--- config.mk ---
export PLATFORM = sky130hd
export DESIGN_NAME = heartbeat_liveness_monitor_flat
export DESIGN_NICKNAME = d
export VERILOG_FILES = /design/src/sv/hlm_pkg.sv /design/src/sv/hlm_intf.sv /design/src/sv/heartbeat_liveness_monitor.sv /design/src/flat_wrapper.sv
export SDC_FILE = /design/constraint.sdc
export NUM_CORES = 1
export LEC_CHECK = 0
export BUFFER_PORTS_ARGS = -buffer_cell sky130_fd_sc_hd__buf_2
export CELL_PAD_IN_SITES_DETAIL_PLACEMENT = 1
export CELL_PAD_IN_SITES_GLOBAL_PLACEMENT = 2
export CORE_UTILIZATION = 31
export DETAILED_ROUTE_END_ITERATION = 10
export PLACE_DENSITY_LB_ADDON = 0.1
export SLEW_MARGIN = 30
export SYNTH_ARGS = -nofsm -noshare
export SYNTH_HDL_FRONTEND = slang
export SYNTH_SLANG_ARGS = --single-unit
export TNS_END_PERCENT = 10
--- constraint.sdc ---
create_clock -name clk -period 10.65 [get_ports clk]
set_input_delay 1.065 -clock clk [delete_from_list [all_inputs] [get_ports clk]]
set_output_delay 1.065 -clock clk [all_outputs]
set_load 0.05 [all_outputs]
--- src/sv/hlm_pkg.sv ---
// Shared types and codes of the heartbeat liveness monitor.
// No dependencies; used by the top level and the checker.
package hlm_pkg;

	// Input item modes
	localparam logic [1:0] MODE_ADD    = 2'd0;
	localparam logic [1:0] MODE_REMOVE = 2'd1;
	localparam logic [1:0] MODE_PONG   = 2'd2;
	localparam logic [1:0] MODE_TICK   = 2'd3;

	// Result event codes
	localparam logic [1:0] EV_PING     = 2'd0;
	localparam logic [1:0] EV_DOWN     = 2'd1;
	localparam logic [1:0] EV_RESTORED = 2'd2;
	localparam logic [1:0] EV_FULL     = 2'd3;

	// Configuration register indexes
	localparam logic [1:0] CFG_FAILURE_LIMIT = 2'd0;
	localparam logic [1:0] CFG_PING_PERIOD   = 2'd1;
	localparam logic [1:0] CFG_CHECK_PERIOD  = 2'd2;

	localparam logic [3:0] MISS_MAX  = 4'd15;
	localparam logic [7:0] TICK_MAX  = 8'd255;

	typedef enum logic [1:0] {
		ST_IDLE,
		ST_READ,
		ST_PROC,
		ST_FLUSH
	} state_t;

	typedef enum logic [1:0] {
		OP_FIND,
		OP_CHECK,
		OP_RESTORE,
		OP_PING
	} op_t;

	typedef struct packed {
		logic [31:0] address;
		logic [15:0] port;
		logic        pong;
		logic [3:0]  miss;
		logic        down;
	} entry_t;

	typedef struct packed {
		logic [1:0]  event_res;
		logic [31:0] peer_address;
		logic [15:0] peer_port;
		logic        last;
	} result_t;

endpackage

--- src/sv/hlm_intf.sv ---
// Channel interfaces of the heartbeat liveness monitor: command, event and
// configuration write. Valid/ready handshake; depends on nothing else.
interface hlm_cmd_if;
	logic        valid;
	logic        ready;
	logic [1:0]  mode;
	logic [31:0] endpoint_address;
	logic [15:0] endpoint_port;

	modport source (output valid, mode, endpoint_address, endpoint_port, input ready);
	modport sink   (input valid, mode, endpoint_address, endpoint_port, output ready);
endinterface

interface hlm_evt_if;
	logic        valid;
	logic        ready;
	logic [1:0]  event_res;
	logic [31:0] peer_address;
	logic [15:0] peer_port;
	logic        last;

	modport source (output valid, event_res, peer_address, peer_port, last, input ready);
	modport sink   (input valid, event_res, peer_address, peer_port, last, output ready);
endinterface

interface hlm_cfg_if;
	logic       valid;
	logic       ready;
	logic [1:0] addr;
	logic [7:0] data;

	modport source (output valid, addr, data, input ready);
	modport sink   (input valid, addr, data, output ready);
endinterface

--- src/sv/heartbeat_liveness_monitor.sv ---
// Heartbeat liveness monitor: peer table in one synchronous memory plus a
// slot-walking sequencer. Depends on hlm_pkg and the channel interfaces.
//
// cmd carries one word per item: add, remove, pong (keyed by IPv4 address and
// UDP port) or a 100 ms tick. cmd.ready is high only while the sequencer is
// idle, so one item is worked on at a time. evt carries result words; last
// marks the final word of an item. cfg writes failure_limit (0), ping_period
// (1) and check_period (2); it is always ready and is meant for idle times.
// Each item walks the table from slot 0: a slot with nothing to do is skipped
// in ST_READ, any other is read in ST_READ (memory read), then modified and
// written back in ST_PROC, as the table read is registered. Add, remove and
// pong walk the table once and stop early on a match; a ping round takes one walk,
// a check two (update, then restored reports). A tick that starts no round
// only advances the tick counters. Add to a full table, and any round with
// reports, end in ST_FLUSH, which releases the final word.
// Reset frees all slots, zeroes the tick counters and loads 4 / 5 / 10.
// When evt stalls, results back up through a hold stage and an output
// register, then the walk holds on the slot that needs to report.
module heartbeat_liveness_monitor #(
	parameter int TABLE_SIZE = 16
) (
	input  logic      clk,
	input  logic      arst_n,
	hlm_cfg_if.sink   cfg,
	hlm_cmd_if.sink   cmd,
	hlm_evt_if.source evt
);

	localparam int IDX_W = (TABLE_SIZE > 1) ? $clog2(TABLE_SIZE) : 1;
	localparam logic [IDX_W-1:0] IDX_LAST = IDX_W'(TABLE_SIZE - 1);

	// Control state
	hlm_pkg::state_t          state_q, state_d;
	hlm_pkg::op_t             op_q, op_d;
	logic [IDX_W-1:0]         idx_q, idx_d;
	logic [TABLE_SIZE-1:0]    valid_q;   // slot occupied
	logic [TABLE_SIZE-1:0]    back_q;    // slot came back during this check
	logic [3:0]               limit_q;
	logic [7:0]               ping_per_q;
	logic [7:0]               check_per_q;
	logic [7:0]               tsp_q;
	logic [7:0]               tsc_q;
	logic                     hold_v_q;
	logic                     out_v_q;

	// Payload registers
	logic [1:0]               mode_q;
	logic [31:0]              addr_q;
	logic [15:0]              port_q;
	hlm_pkg::result_t         hold_q;
	hlm_pkg::result_t         out_q;

	// Peer table memory and its registered read data
	hlm_pkg::entry_t          mem_q [TABLE_SIZE];
	hlm_pkg::entry_t          rdata_q;

	// Handshakes
	logic cmd_acc;
	logic cfg_acc;
	logic out_free;

	assign cmd.ready = (state_q == hlm_pkg::ST_IDLE);
	assign cfg.ready = 1'b1;
	assign cmd_acc   = cmd.valid && cmd.ready;
	assign cfg_acc   = cfg.valid && cfg.ready;
	assign out_free  = !out_v_q || evt.ready;

	assign evt.valid        = out_v_q;
	assign evt.event_res    = out_q.event_res;
	assign evt.peer_address = out_q.peer_address;
	assign evt.peer_port    = out_q.peer_port;
	assign evt.last         = out_q.last;

	// Lowest free slot for an add
	logic             free_found;
	logic [IDX_W-1:0] free_idx;

	always_comb begin
		free_found = 1'b0;
		free_idx   = '0;
		for (int i = TABLE_SIZE - 1; i >= 0; i--) begin
			if (!valid_q[i]) begin
				free_found = 1'b1;
				free_idx   = IDX_W'(i);
			end
		end
	end

	// Tick counters, saturating; a check wins over a ping round
	logic [7:0] tsp_inc;
	logic [7:0] tsc_inc;
	logic       do_check;
	logic       do_ping;

	always_comb begin
		tsp_inc  = (tsp_q == hlm_pkg::TICK_MAX) ? tsp_q : tsp_q + 8'd1;
		tsc_inc  = (tsc_q == hlm_pkg::TICK_MAX) ? tsc_q : tsc_q + 8'd1;
		do_check = (tsc_inc >= check_per_q);
		do_ping  = !do_check && (tsp_inc >= ping_per_q);
	end

	// Slot decode and the per-slot modify step on the read data
	logic             visit;
	logic             is_last_idx;
	logic             match;
	logic             emit;
	logic             slot_back;
	logic             can_push;
	logic             proc_go;
	logic             stop_find;
	logic             adv;
	logic             pass_end;
	logic             add_full;
	logic [3:0]       miss_inc;
	hlm_pkg::entry_t  ent_new;
	hlm_pkg::result_t res_new;

	always_comb begin
		visit       = valid_q[idx_q] && (op_q != hlm_pkg::OP_RESTORE || back_q[idx_q]);
		is_last_idx = (idx_q == IDX_LAST);
		match       = (rdata_q.address == addr_q) && (rdata_q.port == port_q);
		miss_inc    = (rdata_q.miss == hlm_pkg::MISS_MAX) ? rdata_q.miss
		                                                  : rdata_q.miss + 4'd1;
		ent_new     = rdata_q;
		emit        = 1'b0;
		slot_back   = 1'b0;
		res_new.event_res    = hlm_pkg::EV_PING;
		res_new.peer_address = rdata_q.address;
		res_new.peer_port    = rdata_q.port;
		res_new.last         = 1'b0;

		case (op_q)
			hlm_pkg::OP_FIND: begin
				if (mode_q == hlm_pkg::MODE_PONG)
					ent_new.pong = 1'b1;
			end
			hlm_pkg::OP_CHECK: begin
				if (rdata_q.pong) begin
					ent_new.miss = '0;
					ent_new.pong = 1'b0;
					ent_new.down = 1'b0;
					slot_back    = rdata_q.down;
				end else begin
					ent_new.miss = miss_inc;
					if (miss_inc >= limit_q) begin
						ent_new.down = 1'b1;
						emit         = !rdata_q.down;
					end
				end
				res_new.event_res = hlm_pkg::EV_DOWN;
			end
			hlm_pkg::OP_RESTORE: begin
				emit              = 1'b1;
				res_new.event_res = hlm_pkg::EV_RESTORED;
			end
			hlm_pkg::OP_PING: begin
				ent_new.pong = 1'b0;
				emit         = 1'b1;
			end
			default: begin
				emit = 1'b0;
			end
		endcase

		// A new word may enter the hold stage if the hold stage is empty or can spill
		can_push  = !hold_v_q || out_free;
		proc_go   = (state_q == hlm_pkg::ST_PROC) && (!emit || can_push);
		stop_find = proc_go && (op_q == hlm_pkg::OP_FIND) && match;
		adv       = ((state_q == hlm_pkg::ST_READ) && !visit) || (proc_go && !stop_find);
		pass_end  = adv && is_last_idx;
		add_full  = pass_end && (op_q == hlm_pkg::OP_FIND)
		            && (mode_q == hlm_pkg::MODE_ADD) && !free_found;
	end

	// Datapath controls
	logic             rd_en;
	logic             wr_en;
	logic [IDX_W-1:0] wr_idx;
	hlm_pkg::entry_t  wr_data;
	logic             set_valid;
	logic             clr_valid;
	logic             set_back;
	logic             push;
	hlm_pkg::result_t push_res;
	hlm_pkg::result_t flush_res;
	logic             flush;

	always_comb begin
		rd_en     = (state_q == hlm_pkg::ST_READ) && visit;
		wr_en     = 1'b0;
		wr_idx    = idx_q;
		wr_data   = ent_new;
		set_valid = 1'b0;
		clr_valid = stop_find && (mode_q == hlm_pkg::MODE_REMOVE);
		set_back  = proc_go && (op_q == hlm_pkg::OP_CHECK) && slot_back;
		push      = proc_go && emit;
		push_res  = res_new;
		flush     = (state_q == hlm_pkg::ST_FLUSH) && out_free;

		// The final word of an item leaves the hold stage marked last
		flush_res      = hold_q;
		flush_res.last = 1'b1;

		if (proc_go && (op_q == hlm_pkg::OP_CHECK || op_q == hlm_pkg::OP_PING))
			wr_en = 1'b1;
		if (stop_find && mode_q == hlm_pkg::MODE_PONG)
			wr_en = 1'b1;

		// Add of an unknown peer: fill the lowest free slot after the walk
		if (pass_end && op_q == hlm_pkg::OP_FIND && mode_q == hlm_pkg::MODE_ADD
		    && free_found) begin
			wr_en           = 1'b1;
			wr_idx          = free_idx;
			wr_data.address = addr_q;
			wr_data.port    = port_q;
			wr_data.pong    = 1'b0;
			wr_data.miss    = '0;
			wr_data.down    = 1'b0;
			set_valid       = 1'b1;
		end

		if (add_full) begin
			push                  = 1'b1;
			push_res.event_res    = hlm_pkg::EV_FULL;
			push_res.peer_address = addr_q;
			push_res.peer_port    = port_q;
			push_res.last         = 1'b0;
		end
	end

	// Next state
	always_comb begin
		state_d = state_q;
		op_d    = op_q;
		idx_d   = idx_q;

		case (state_q)
			hlm_pkg::ST_IDLE: begin
				if (cmd_acc) begin
					idx_d = '0;
					if (cmd.mode != hlm_pkg::MODE_TICK) begin
						state_d = hlm_pkg::ST_READ;
						op_d    = hlm_pkg::OP_FIND;
					end else if (do_check) begin
						state_d = hlm_pkg::ST_READ;
						op_d    = hlm_pkg::OP_CHECK;
					end else if (do_ping) begin
						state_d = hlm_pkg::ST_READ;
						op_d    = hlm_pkg::OP_PING;
					end
				end
			end
			hlm_pkg::ST_READ, hlm_pkg::ST_PROC: begin
				if (stop_find) begin
					state_d = hlm_pkg::ST_IDLE;
				end else if (pass_end) begin
					case (op_q)
						hlm_pkg::OP_FIND: begin
							state_d = add_full ? hlm_pkg::ST_FLUSH : hlm_pkg::ST_IDLE;
						end
						hlm_pkg::OP_CHECK: begin
							state_d = hlm_pkg::ST_READ;
							op_d    = hlm_pkg::OP_RESTORE;
							idx_d   = '0;
						end
						default: begin
							state_d = (push || hold_v_q) ? hlm_pkg::ST_FLUSH
							                             : hlm_pkg::ST_IDLE;
						end
					endcase
				end else if (adv) begin
					state_d = hlm_pkg::ST_READ;
					idx_d   = idx_q + 1'b1;
				end else if (rd_en) begin
					state_d = hlm_pkg::ST_PROC;
				end
			end
			hlm_pkg::ST_FLUSH: begin
				if (out_free)
					state_d = hlm_pkg::ST_IDLE;
			end
			default: begin
				state_d = hlm_pkg::ST_IDLE;
			end
		endcase
	end

	// Control registers
	always_ff @(posedge clk or negedge arst_n) begin
		if (!arst_n) begin
			state_q     <= hlm_pkg::ST_IDLE;
			op_q        <= hlm_pkg::OP_FIND;
			idx_q       <= '0;
			valid_q     <= '0;
			back_q      <= '0;
			limit_q     <= 4'd4;
			ping_per_q  <= 8'd5;
			check_per_q <= 8'd10;
			tsp_q       <= '0;
			tsc_q       <= '0;
			hold_v_q    <= 1'b0;
			out_v_q     <= 1'b0;
		end else begin
			state_q <= state_d;
			op_q    <= op_d;
			idx_q   <= idx_d;

			if (cfg_acc) begin
				case (cfg.addr)
					hlm_pkg::CFG_FAILURE_LIMIT: limit_q     <= cfg.data[3:0];
					hlm_pkg::CFG_PING_PERIOD:   ping_per_q  <= cfg.data;
					hlm_pkg::CFG_CHECK_PERIOD:  check_per_q <= cfg.data;
					default: ;
				endcase
			end

			// Advance tick counters; a check restarts both, a ping round only the ping counter
			if (cmd_acc && cmd.mode == hlm_pkg::MODE_TICK) begin
				if (do_check) begin
					tsp_q  <= '0;
					tsc_q  <= '0;
					back_q <= '0;
				end else if (do_ping) begin
					tsp_q <= '0;
					tsc_q <= tsc_inc;
				end else begin
					tsp_q <= tsp_inc;
					tsc_q <= tsc_inc;
				end
			end

			if (set_valid)
				valid_q[wr_idx] <= 1'b1;
			if (clr_valid)
				valid_q[idx_q] <= 1'b0;
			if (set_back)
				back_q[idx_q] <= 1'b1;

			// Hold stage and output register
			if (push)
				hold_v_q <= 1'b1;
			else if (flush)
				hold_v_q <= 1'b0;

			if ((push && hold_v_q) || flush)
				out_v_q <= 1'b1;
			else if (evt.ready)
				out_v_q <= 1'b0;
		end
	end

	// Payload registers
	always_ff @(posedge clk) begin
		if (cmd_acc) begin
			mode_q <= cmd.mode;
			addr_q <= cmd.endpoint_address;
			port_q <= cmd.endpoint_port;
		end
		if (push) begin
			hold_q <= push_res;
			if (hold_v_q)
				out_q <= hold_q;
		end else if (flush) begin
			out_q <= flush_res;
		end
	end

	// Peer table: one write port, one registered read port
	always_ff @(posedge clk) begin
		if (wr_en)
			mem_q[wr_idx] <= wr_data;
		if (rd_en)
			rdata_q <= mem_q[idx_q];
	end

endmodule

--- src/flat_wrapper.sv ---
// flat-port wrapper written by rule: the top's interface ports become plain ports
module heartbeat_liveness_monitor_flat 
#(
	parameter int TABLE_SIZE = 16
)
  (clk, arst_n, cfg_valid, cfg_addr, cfg_data, cfg_ready, cmd_valid, cmd_mode, cmd_endpoint_address, cmd_endpoint_port, cmd_ready, evt_valid, evt_event_res, evt_peer_address, evt_peer_port, evt_last, evt_ready);
  hlm_cfg_if cfg_i ();
  hlm_cmd_if cmd_i ();
  hlm_evt_if evt_i ();
  input  logic clk;
  input  logic arst_n;
  input wire logic [$bits(cfg_i.valid)-1:0] cfg_valid;
  input wire logic [$bits(cfg_i.addr)-1:0] cfg_addr;
  input wire logic [$bits(cfg_i.data)-1:0] cfg_data;
  output wire logic [$bits(cfg_i.ready)-1:0] cfg_ready;
  input wire logic [$bits(cmd_i.valid)-1:0] cmd_valid;
  input wire logic [$bits(cmd_i.mode)-1:0] cmd_mode;
  input wire logic [$bits(cmd_i.endpoint_address)-1:0] cmd_endpoint_address;
  input wire logic [$bits(cmd_i.endpoint_port)-1:0] cmd_endpoint_port;
  output wire logic [$bits(cmd_i.ready)-1:0] cmd_ready;
  output wire logic [$bits(evt_i.valid)-1:0] evt_valid;
  output wire logic [$bits(evt_i.event_res)-1:0] evt_event_res;
  output wire logic [$bits(evt_i.peer_address)-1:0] evt_peer_address;
  output wire logic [$bits(evt_i.peer_port)-1:0] evt_peer_port;
  output wire logic [$bits(evt_i.last)-1:0] evt_last;
  input wire logic [$bits(evt_i.ready)-1:0] evt_ready;
  assign cfg_i.valid = cfg_valid;
  assign cfg_i.addr = cfg_addr;
  assign cfg_i.data = cfg_data;
  assign cfg_ready = cfg_i.ready;
  assign cmd_i.valid = cmd_valid;
  assign cmd_i.mode = cmd_mode;
  assign cmd_i.endpoint_address = cmd_endpoint_address;
  assign cmd_i.endpoint_port = cmd_endpoint_port;
  assign cmd_ready = cmd_i.ready;
  assign evt_valid = evt_i.valid;
  assign evt_event_res = evt_i.event_res;
  assign evt_peer_address = evt_i.peer_address;
  assign evt_peer_port = evt_i.peer_port;
  assign evt_last = evt_i.last;
  assign evt_i.ready = evt_ready;
  heartbeat_liveness_monitor #(.TABLE_SIZE(TABLE_SIZE)) u_core (.clk(clk), .arst_n(arst_n), .cfg(cfg_i), .cmd(cmd_i), .evt(evt_i));
endmodule
==> results of run 1 <==
## kinds of logic (layout without fill, tap and decap cells)
family | after synthesis | in the layout | synth area share
other | 1 | 4 | 0.0000824
xor gates and xnor gates | 45 | 45 | 0.00866
and+or+nand+nor | 226 | 226 | 0.0249
DFF | 1147 | 1147 | 0.748
adders and majority gates | 32 | 32 | 0.00880
buffers and inverters | 136 | 446 | 0.0127
AOI/OAI and AO/OA | 164 | 164 | 0.0272
muxes | 397 | 397 | 0.169
## worst max path at each step
stage,startpoint,endpoint,slack (ns),cells after the start
after floorplan,u_core.rdata_q[1]$_DFFE_PP_,u_core.evt.event_res[0]$_DFFE_PP_,2.52,11
after global placement,u_core.idx_q[3]$_DFFE_PN0P_,u_core.mem_q[10][19]$_DFFE_PP_,4.10,11
after detailed placement,u_core.idx_q[3]$_DFFE_PN0P_,u_core.mem_q[10][2]$_DFFE_PP_,4.05,11
after CTS,u_core.idx_q[3]$_DFFE_PN0P_,u_core.mem_q[10][24]$_DFFE_PP_,4.03,11
after global routing,u_core.idx_q[3]$_DFFE_PN0P_,u_core.mem_q[10][24]$_DFFE_PP_,4.07,11
final,u_core.idx_q[3]$_DFFE_PN0P_,u_core.mem_q[10][22]$_DFFE_PP_,4.39,11
## area by class of cell
cell class / instances / area share
Antenna cell: 3 / 0.000141
Timing Repair Buffer: 159 / 0.0188
Clock inverter: 70 / 0.0158
Sequential cell: 1147 / 0.640
Tap cell: 1917 / 0.0450
Multi-Input combinational cell: 865 / 0.208
Clock buffer: 172 / 0.0686
Inverter: 45 / 0.00322
## stage by stage
stage	worst slack, ns	power, mW	hold slack (ns)	cell area, um^2	util
after CTS	4.03	12.4	0.106	53200	0.365
final	4.39	12.2	0.178	53200	0.365
after global routing	4.07	12.7	0.132	53200	0.365
after global placement	4.10	7.70	0.402	48600	0.333
after detailed placement	4.05	7.72	0.406	48700	0.334
after floorplan	2.52	6.95	0.400	45500	-
## cells in the mapped netlist, types with 12 or more instances
master	instances	share of area
xor2_1	15	0.0029
a32o_1	21	0.0046
clkbuf_1	47	0.0039
inv_1	45	0.0037
nor2_1	65	0.0054
xnor2_1	30	0.0058
a31oi_1	17	0.0023
nand4_1	13	0.0018
mux4_2	277	0.14
ha_1	32	0.0088
nand3_1	22	0.0024
dfrtp_1	73	0.040
mux2_2	76	0.019
nor3_1	12	0.0013
edfxtp_1	1069	0.71
o21ai_0	37	0.0041
nand2_1	54	0.0045
buf_1	27	0.0022
nor2b_1	14	0.0019
a21oi_1	17	0.0019
mux2_4	35	0.012
## flip-flops by register name, indices dropped and copies added, names as in the netlist, 32 cells and up
signal and count:
u_core.evt.peer_address 32, u_core.flush_res 50, u_core.addr_q 32, u_core.mem_q 864
u_core.ent_new 48
## metal layers
layer / up-vias / part of all wire / track usage
li1: 9362 / - / -
met1: 12100 / 0.46 / 0.241
met2: 471 / 0.49 / 0.283
met3: 149 / 0.039 / 0.0316
met4: 0 / 0.018 / 0.0433
met5: - / 0 / 0
## power by group
part           total [mW]  internal (mW)  leakage (nW)  switching [mW]
registers            5.31           5.13          10.6           0.178
clock network        4.66           2.78          2.17            1.88
logic                2.26           1.01          4.22            1.25
==> impl_results.md, run 1 <==
- CTS Buffer Depth: 3
- Layout Cells excl Fill: 4378
- Cts hold-fix bufs: 0
- RSZ-0062 raised after global routing: no
- Hold Path Class: in -> async
- DR vias/cell: 5.04
- Detailed Routing Iterations Pass 1: 5
- Synthesis-stage register bit count: 1147
- DR iter-0 viols: 1627
- Die Footprint: 0.148 mm^2
- Most frequent cells in the layout: 1069 x edfxtp_1, 277 x mux4_2, 141 x clkbuf_16
- Post-CTS sizing: 0
- DP HPWL: 73600 um
- Post-Syn Nets: 2245
- # nets final: 2451
- Max-slew violation count: 0
- Initial antenna violation count: 3
- GRT overflow: 0
- CP startpoint kind: flip-flop
- First-pass GRT wire length: 181000 um
- Core area: 0.146 mm^2
- Most used cell, CP: buf_4
- LEAKAGE: 17.0 nW
- Die X: 385 um
- Maximum fanout along the worst path: 42
- DP Cell Count: 4132
- Crit. End Element: flip-flop
- Num ports: 119
- Commonest non-fill, non-tap cell in the layout: edfxtp_1
- Clock Latency Late Sink: 0.77 ns
- Root Driver: clkbuf_16
- Syn avg cell area: 21.2 um^2
- GPL Wtd Cong: 0.750
- FP Rows: 140
- Crit path DAT: 6.62 ns
- Post-synthesis cell area: 0.0455 mm^2
- Initial core utilization: 0.312
- Max-Cap Viols: 0
- CTS tree: yes
- Crit path kind: reg -> reg
- Die H: 385 um
- Reg2reg setup slack: 4.39 ns
- Fmax: 0.160 GHz
- Vias in the first global route: 23800
- Routed len/inst: 29.2 um
- EDFF count, synth: 1069
- Prevailing post-synth register cell: edfxtp_1
- Worst Path Buf+Inv: 3
- Total wire length: 128000 um
- Min Clock Period, post-route: 6.26 ns
- Largest stage delay, worst path: 0.85 ns
- Netlist cell types: 73
- # clock sinks: 1147
- Crit path max-delay family: buffers and inverters
- Setup TNS: 0 ns
- Via count: 22100
- Filler cells: 14000
- Storage cell area: 0.0341 mm^2
- RR Startpoint: u_core.idx_q[3]$_DFFE_PN0P_
- Setup Buffers After CTS: 0
- Post-Synthesis Cells: 2148
- # setup viols final: 0
- PwrDens: 230 mW/mm^2
- Crit path required time: 11.01 ns
- Worst r2r dst: u_core.mem_q[10][22]$_DFFE_PP_
- Hold Vio Cnt, Final: 0
- Final worst clock skew: 0.0340 ns
- FFs w/ async S/R, synth: 0.0680
- Critical path's slowest cell: dfrtp_4
- Worst-Margin Slew: 1.01 ns
- Worst-path clk slew: 0.06 ns
- DRC Markers: 0
- Final period util: 0.588
- P&R area growth vs syn: 17.0%
- Register area share after synthesis: 0.748
- R2R cell count: 11
- Yosys warns: 0
- Share of post-route cells with drive strength above 1: 0.321
- Peak supply drop: 0.136 mV
- Total track usage: 0.174
- Max transition margin: 0.325
- I/O Buffers: 117
- Critical-path cell list: buf_4 -> nor2b_1 -> a22o_1 -> nor2_1 -> a31o_2 -> nand2_2 -> a211oi_4 -> buf_6 -> mux2i_1 -> nor2_4 -> buf_4
- Area of the multi-input gates: 0.0111 mm^2
- CTS buffer count: 136
- Outcome: complete, no violations
- Post-route antenna net violation count: 0
- Largest net degree at the start of global routing: 129
- H-Tree Depth: 4
Note: power is estimated with default switching activity, not from simulation.
==> inputs of run 2 (changes only) <==
- ABC_AREA: unset -> 1
- clock period: 10.65 -> 5.95 ns (I/O delays scaled with it)
==> run 2 against run 1 <==
Compared with the run above: routed wire length grew 23%; cell count grew 39%; clock power grew 70%; worst setup slack lost 3.3 ns; critical path depth grew 13; cell area grew 2.2%; die area grew 1.9%; core utilization grew 0.19 points; first-iteration DRC count grew 30%; largest cell class unchanged; highest routed layer unchanged.
==> impl_results.md, run 2 <==
- Routed len/inst: 25.9 um (was 29.2 um)
- Syn avg cell area: 12.1 um^2 (was 21.2 um^2)
- Leading area contributor after synthesis: edfxtp_1 (unchanged)
- Initial core utilization: 0.313 (was 0.312)
- CTS tree: yes (unchanged)
- R2R cell count: 24 (was 11)
- Post-Synthesis Cells: 3824 (was 2148)
- GRT overflow: 0 (unchanged)
- Initial antenna violation count: 12 (was 3)
- Hold depth: 1
- Final hold slack: 0.0743 ns (was 0.178 ns)
- Maximum fanout along the worst path: 53 (was 42)
- Fmax: 0.207 GHz (was 0.160 GHz)
- Synthesis-stage register bit count: 1147 (unchanged)
- Yosys warns: 0 (unchanged)
- First-pass GRT wire length: 226000 um (was 181000 um)
- Switching fraction of total power: 0.374 (was 0.270)
- Dominant cells by area after synthesis: edfxtp_1 69%, o21ai_0 6.3%, nand2_1 5.0% (was edfxtp_1 71%, mux4_2 14%, dfrtp_1 4.0%)
- RSZ-0062 raised after global routing: no (unchanged)
- DP HPWL: 92000 um (was 73600 um)
- Worst-Margin Slew: 1.00 ns (was 1.01 ns)
- Seq pwr share: 0.404 (was 0.434)
- Worst-path clk slew: 0.06 ns (about the same)
- Die H: 389 um (was 385 um)
- Crit. End Element: flip-flop (unchanged)
- Count leader, synth: edfxtp_1 (unchanged)
- Setup Buffers After CTS: 0 (unchanged)
- Min Clock Period, post-route: 4.84 ns (was 6.26 ns)
- FFs w/ async S/R, synth: 0.0680 (unchanged)
- Power Internal: 17.1 mW (was 8.92 mW)
- Netlist cell types: 46 (was 73)
- DR vias/cell: 5.04 (about the same)
- Clock power frac: 0.290 (was 0.381)
- Clock Latency Late Sink: 0.78 ns (was 0.77 ns)
- I/O Buffers: 117 (unchanged)
- DR iter-0 viols: 2116 (was 1627)
- Die X: 389 um (was 385 um)
- GPL Wtd Cong: 0.780 (was 0.750)
- Post-route antenna net violation count: 0 (unchanged)
- CTS buffer count: 138 (was 136)
- Max-Cap Viols: 0 (unchanged)
- Top reg by flops: u_core.mem_q (unchanged)
- Yosys top cell area share: 0.692 (was 0.705)
- Core area: 0.148 mm^2 (was 0.146 mm^2)
- Max-slew violation count: 0 (unchanged)
- Most frequent cells in the layout: 1069 x edfxtp_1, 618 x nand2_1, 588 x o21ai_0 (was 1069 x edfxtp_1, 277 x mux4_2, 141 x clkbuf_16)
- Via count: 30600 (was 22100)
- Total wire length: 157000 um (was 128000 um)
- Outcome: complete, no violations (unchanged)
- Crit path required time: 6.34 ns (was 11.01 ns)
- Crit path kind: reg -> reg (unchanged)
- # setup viols final: 0 (unchanged)
- Comb power frac: 0.306 (was 0.184)
- Detailed Routing Iterations Pass 1: 5 (unchanged)
- # clock sinks: 1147 (unchanged)
- Largest net degree at the start of global routing: 169 (was 129)
- Prevailing post-synth register cell: edfxtp_1 (unchanged)
- Post-Syn Nets: 3921 (was 2245)
- Commonest non-fill, non-tap cell in the layout: edfxtp_1 (unchanged)
- Post-synth top cells: 1069 x edfxtp_1, 620 x nand2_1, 588 x o21ai_0, 533 x nor2_1, 240 x o22ai_1 (was 1069 x edfxtp_1, 277 x mux4_2, 76 x mux2_2, 73 x dfrtp_1, 65 x nor2_1)
- Die Footprint: 0.151 mm^2 (was 0.148 mm^2)
- Final period util: 0.813 (was 0.588)
- Post-synthesis cell area: 0.0464 mm^2 (was 0.0455 mm^2)
- Hold Vio Cnt, Final: 0 (unchanged)
- FP Rows: 141 (was 140)
- P&R area growth vs syn: 17.3% (was 17.0%)
- CTS Buffer Depth: 3 (unchanged)
- Setup TNS: 0 ns (unchanged)
- H-Tree Depth: 4 (unchanged)
- Switch Pwr: 10.2 mW (was 3.30 mW)
- Register area share after synthesis: 0.734 (was 0.748)
- Share of post-route cells with drive strength above 1: 0.113 (was 0.321)
- CP startpoint kind: flip-flop (unchanged)
- Max FFs per register: 864 (unchanged)
- Hold Path Class: in -> reg (was in -> async)
- # nets final: 4128 (was 2451)
- DRC Markers: 0 (unchanged)
- LEAKAGE: 19.0 nW (was 17.0 nW)
- Max transition margin: 0.332 (was 0.325)
- Final worst clock skew: 0.0282 ns (was 0.0340 ns)
- PwrDens: 503 mW/mm^2 (was 230 mW/mm^2)
- Filler cells: 15800 (was 14000)
- Num ports: 119 (unchanged)
- Peak supply drop: 0.513 mV (was 0.136 mV)
- Vias in the first global route: 31000 (was 23800)
- Crit path DAT: 5.23 ns (was 6.62 ns)
- EDFF count, synth: 1069 (unchanged)
- Root Driver: clkbuf_16 (unchanged)
- Post-CTS sizing: 0 (unchanged)
- Total track usage: 0.207 (was 0.174)
## run 2: changes by cell type after synthesis, moves of 34 or more
cell	before	now
nand3_1	22	56
mux4_2	277	0
nand2_1	54	620
nand4_1	13	64
inv_1	45	224
o21ai_0	37	588
nor2_1	65	533
clkbuf_1	47	172
mux2_2	76	0
o22ai_1	6	240
mux2_4	35	0
## run 2: power groups by stage
stage	logic [mW]	clock network (mW)	registers [mW]
after CTS	8.53	8.18	11.0
final	8.36	7.94	11.0
after global routing	9.24	8.44	11.1
after global placement	8.49	0	11.2
after detailed placement	8.47	0	11.2
after floorplan	4.69	0	11.2
## run 2: layout make-up
class,instances,area [um^2],area share
Multi-Input combinational cell,2242,10800,0.198
Tap cell,1930,2410,0.0444
Sequential cell,1147,34100,0.626
Antenna cell,1,2.50,0.0000460
Clock inverter,53,439,0.00807
Clock buffer,189,3730,0.0685
Timing Repair Buffer,273,2100,0.0385
Inverter,229,883,0.0162
## run 2: per-layer routing
metal  GRT usage  share of wire  vias to the layer above
met3      0.0333          0.045                      175
met5           0              0                        -
met4      0.0528          0.020                        0
li1            -              -                    14100
met2       0.314           0.44                      647
met1       0.307           0.49                    15700
## run 2: cells by family (layout without fill, tap and decap cells)
logic type,Yosys count,count (layout),synth area share
DFF,1147,1147,0.734
AOI/OAI and AO/OA,884,884,0.103
and+or+nand+nor,1309,1309,0.114
adders and majority gates,32,32,0.00863
other,1,2,0.0000808
xor gates and xnor gates,16,16,0.00302
buffers and inverters,435,744,0.0368
## run 2: through the flow
step	utilization	std cells	setup slack, ns	total power, mW	area, um^2
CTS	0.367	6063	1.04	27.8	54400
finish	0.367	6064	1.11	27.4	54400
global placement	0.336	5778	1.04	19.7	49800
detailed placement	0.336	5778	1.05	19.7	49800
floorplan	-	3824	0.516	15.9	46400
global route	0.367	6063	0.704	28.8	54400
## run 2: worst paths after layout
check | endpoint | start | slack (ns)
min in group asynchronous | u_core.check_per_q[6]$_DFFE_PN0P_ | arst_n | 0.31
setup / recovery | u_core.mem_q[5][11]$_DFFE_PP_ | u_core.rdata_q[1]$_DFFE_PP_ | 1.11
hold / removal | u_core.addr_q[20]$_DFFE_PP_ | cmd_endpoint_address[20] | 0.07
max in group asynchronous | u_core.idx_q[0]$_DFFE_PN0P_ | arst_n | 4.48
setup reg to reg | u_core.mem_q[5][11]$_DFFE_PP_ | u_core.rdata_q[1]$_DFFE_PP_ | 1.11
hold reg to reg | u_core.evt.peer_address[14]$_DFFE_PP_ | u_core.flush_res[31]$_DFFE_PP_ | 0.42
## run 2: what timing repair did
action,in CTS,in global routing
hold endpoints to repair,65,0
hold buffers,43,0
endpoints found under the setup margin,0,0
## run 2: critical path: stages, from the launching register on
cell      delay, ns
edfxtp_1       0.43
ha_1           0.24
nand2_1        0.11
nand2_1        0.06
o21ai_0        0.23
inv_1          0.08
ha_1           0.30
nand2_1        0.06
inv_1          0.07
nand3_1        0.07
nand3_1        0.18
nand2_1        0.08
nand2_1        0.09
nand2_1        0.06
nand2_1        0.10
inv_1          0.09
nand2_1        0.12
nand2_4        0.10
nand4_4        0.19
buf_4          0.54
o21ai_2        0.18
nor2_4         0.27
nand2_1        0.13
nor2_4         0.11
buf_4          0.54
==> inputs of run 3 (changes only) <==
- ABC_AREA: 1 -> 0
- clock period: 5.95 -> 4 ns (I/O delays scaled with it)
==> run 3 against run 2 <==
Compared with the run above: global-route usage shrank 3.0 points; clock skew grew 0.0056 ns; via count is 25% lower; highest routed layer is now met5; worst setup slack worse by 0.94 ns; critical path depth shrank 11; total power up 20%; critical path type unchanged; combinational power is 21% lower; sequential share of layout area shrank 1.3 points; core utilization increased by 1.4 points; register-to-register slack worse by 0.94 ns.
==> impl_results.md, run 3 (synthesis results as in run 1) <==
- Worst-Margin Slew: 0.984 ns (was 1.00 ns)
- Hold Vio Cnt, Final: 0 (unchanged)
- Max transition margin: 0.344 (was 0.332)
- Min Clock Period, post-route: 3.83 ns (was 4.84 ns)
- CTS buffer count: 133 (was 138)
- Via count: 22900 (was 30600)
- P&R area growth vs syn: 22.1% (was 17.3%)
- Final period util: 0.956 (was 0.813)
- Worst r2r dst: u_core.mem_q[9][41]$_DFFE_PP_ (was u_core.mem_q[5][11]$_DFFE_PP_)
- Initial antenna violation count: 5 (was 12)
- Post-route antenna net violation count: 0 (unchanged)
- Switch Pwr: 8.98 mW (was 10.2 mW)
- Initial core utilization: 0.312 (was 0.313)
- Clock Latency Late Sink: 0.76 ns (was 0.78 ns)
- # nets final: 2653 (was 4128)
- FP Rows: 140 (was 141)
- First-pass GRT wire length: 185000 um (was 226000 um)
- R2R cell count: 13 (was 24)
- Total wire length: 129000 um (was 157000 um)
- Maximum fanout along the worst path: 22 (was 53)
- Seq pwr share: 0.427 (was 0.404)
- DR iter-0 viols: 1661 (was 2116)
- Clock power frac: 0.370 (was 0.290)
- Crit path DAT: 4.26 ns (was 5.23 ns)
- Comb power frac: 0.203 (was 0.306)
- DP HPWL: 81600 um (was 92000 um)
- Crit path required time: 4.43 ns (was 6.34 ns)
- I/O Buffers: 117 (unchanged)
- Crit. End Element: flip-flop (unchanged)
- LEAKAGE: 18.2 nW (was 19.0 nW)
- Max-Cap Viols: 0 (unchanged)
- RR Startpoint: u_core.rdata_q[2]$_DFFE_PP_ (was u_core.rdata_q[1]$_DFFE_PP_)
- Area of placed instances: 0.0505 mm^2 (was 0.0498 mm^2)
- Max FFs per register: 864 (unchanged)
- Largest net degree at the start of global routing: 100 (was 169)
- GPL Wtd Cong: 0.778 (was 0.780)
- Routed len/inst: 28.2 um (was 25.9 um)
- Vias in the first global route: 24800 (was 31000)
- Die Footprint: 0.148 mm^2 (was 0.151 mm^2)
- RSZ-0062 raised after global routing: no (unchanged)
- Power Internal: 23.8 mW (was 17.1 mW)
- Crit path kind: reg -> reg (unchanged)
- Most frequent cells in the layout: 1069 x edfxtp_1, 277 x mux4_2, 137 x clkbuf_16 (was 1069 x edfxtp_1, 618 x nand2_1, 588 x o21ai_0)
- Num ports: 119 (unchanged)
- Die X: 385 um (was 389 um)
- Fmax: 0.261 GHz (was 0.207 GHz)
- Hold depth: 4 (was 1)
- Origin of the worst setup path: u_core.rdata_q[2]$_DFFE_PP_ (was u_core.rdata_q[1]$_DFFE_PP_)
- Die H: 385 um (was 389 um)
- # setup viols final: 0 (unchanged)
- Setup TNS: 0 ns (unchanged)
- CTS Buffer Depth: 3 (unchanged)
- Peak supply drop: 0.318 mV (was 0.513 mV)
- DR vias/cell: 4.99 (was 5.04)
- Filler cells: 14000 (was 15800)
- Core area: 0.146 mm^2 (was 0.148 mm^2)
- PwrDens: 589 mW/mm^2 (was 503 mW/mm^2)
- Detailed Routing Iterations Pass 1: 7 (was 5)
- Reg2reg setup slack: 0.17 ns (was 1.11 ns)
- Crit path capture: u_core.mem_q[9][41]$_DFFE_PP_ (was u_core.mem_q[5][11]$_DFFE_PP_)
- Final worst clock skew: 0.0338 ns (was 0.0282 ns)
- GRT overflow: 0 (unchanged)
- CTS tree: yes (unchanged)
- Pwr Total: 32.7 mW (was 27.4 mW)
- Finished Cell Area: 0.0556 mm^2 (was 0.0544 mm^2)
- Switching fraction of total power: 0.274 (was 0.374)
- # clock sinks: 1147 (unchanged)
- Total track usage: 0.177 (was 0.207)
- Top reg by flops: u_core.mem_q (unchanged)
- Commonest non-fill, non-tap cell in the layout: edfxtp_1 (unchanged)
- CP startpoint kind: flip-flop (unchanged)
- Share of post-route cells with drive strength above 1: 0.352 (was 0.113)
- Worst-path clk slew: 0.05 ns (was 0.06 ns)
- Root Driver: clkbuf_16 (unchanged)
- Hold Path Class: in -> reg (unchanged)
- DRC Markers: 0 (unchanged)
- H-Tree Depth: 4 (unchanged)
- Outcome: complete, no violations (unchanged)
- Max-slew violation count: 0 (unchanged)
## run 3: repair_timing
item | 4_1_cts | 5_1_grt
setup endpoints to repair | 0 | 393
gates resized for setup | 0 | 10
hold endpoints to repair | 119 | 0
hold buffers | 60 | 0
setup buffers | 0 | 0
## run 3: worst min path at each step
stage / slack [ns] / to / start
global route: 0.03 / u_core.limit_q[2]$_DFFE_PN1P_ / cfg_addr[1]
floorplan: 0.10 / u_core.back_q[0]$_DFF_PN0_ / arst_n
finish: 0.03 / u_core.limit_q[2]$_DFFE_PN1P_ / cfg_addr[1]
global placement: 0.40 / u_core.evt.peer_port[11]$_DFFE_PP_ / u_core.flush_res[12]$_DFFE_PP_
detailed placement: 0.41 / u_core.evt.peer_address[20]$_DFFE_PP_ / u_core.flush_res[37]$_DFFE_PP_
CTS: 0.02 / u_core.limit_q[2]$_DFFE_PN1P_ / cfg_addr[1]
## run 3: stage by stage
stage	cells	utilization	worst slack, ns	hold slack (ns)
floorplan	2148	-	-0.322	0.104
global placement	4277	0.347	0.131	0.400
detailed placement	4277	0.347	0.0650	0.405
CTS	4578	0.381	0.0463	0.0177
global route	4579	0.381	0.00129	0.0345
finish	4580	0.381	0.175	0.0257
## run 3: layout make-up
type,instances,area [um^2],area share
repair buffers,364,3450,0.0621
inverters,45,171,0.00308
well taps,1917,2400,0.0432
clock buffers,169,3590,0.0646
multi-input cells,865,11100,0.200
flip-flops and latches,1147,34100,0.613
clock inverters,72,785,0.0141
diodes,1,2.50,0.0000450
## run 3: power by group through the flow
stage	sequential, mW	combinational, mW	clock [mW]
finish	14.0	6.64	12.1
detailed placement	14.2	6.72	0
CTS	14.0	6.81	12.5
global route	14.0	7.13	12.9
global placement	14.2	6.71	0
floorplan	14.4	4.15	0
## run 3: critical path, cell delays in order (launching register included)
cell and delay (ns):
edfxtp_1 0.44, ha_2 0.25, nand3_2 0.11, mux2_2 0.36
ha_1 0.28, a2111o_1 0.43, a41oi_2 0.25, o21ai_2 0.15
nor2_2 0.23, o21a_1 0.17, o21bai_1 0.12, buf_4 0.21
nor2_4 0.23, buf_12 0.26
## run 3: metal layers
layer	track usage	part of all wire	vias up	wire length (um)
li1	-	-	9767	-
met1	0.248	0.46	12500	59400
met2	0.284	0.48	485	62200
met3	0.0324	0.043	137	5510
met4	0.0401	0.015	4	1990
met5	0	0.00021	-	27
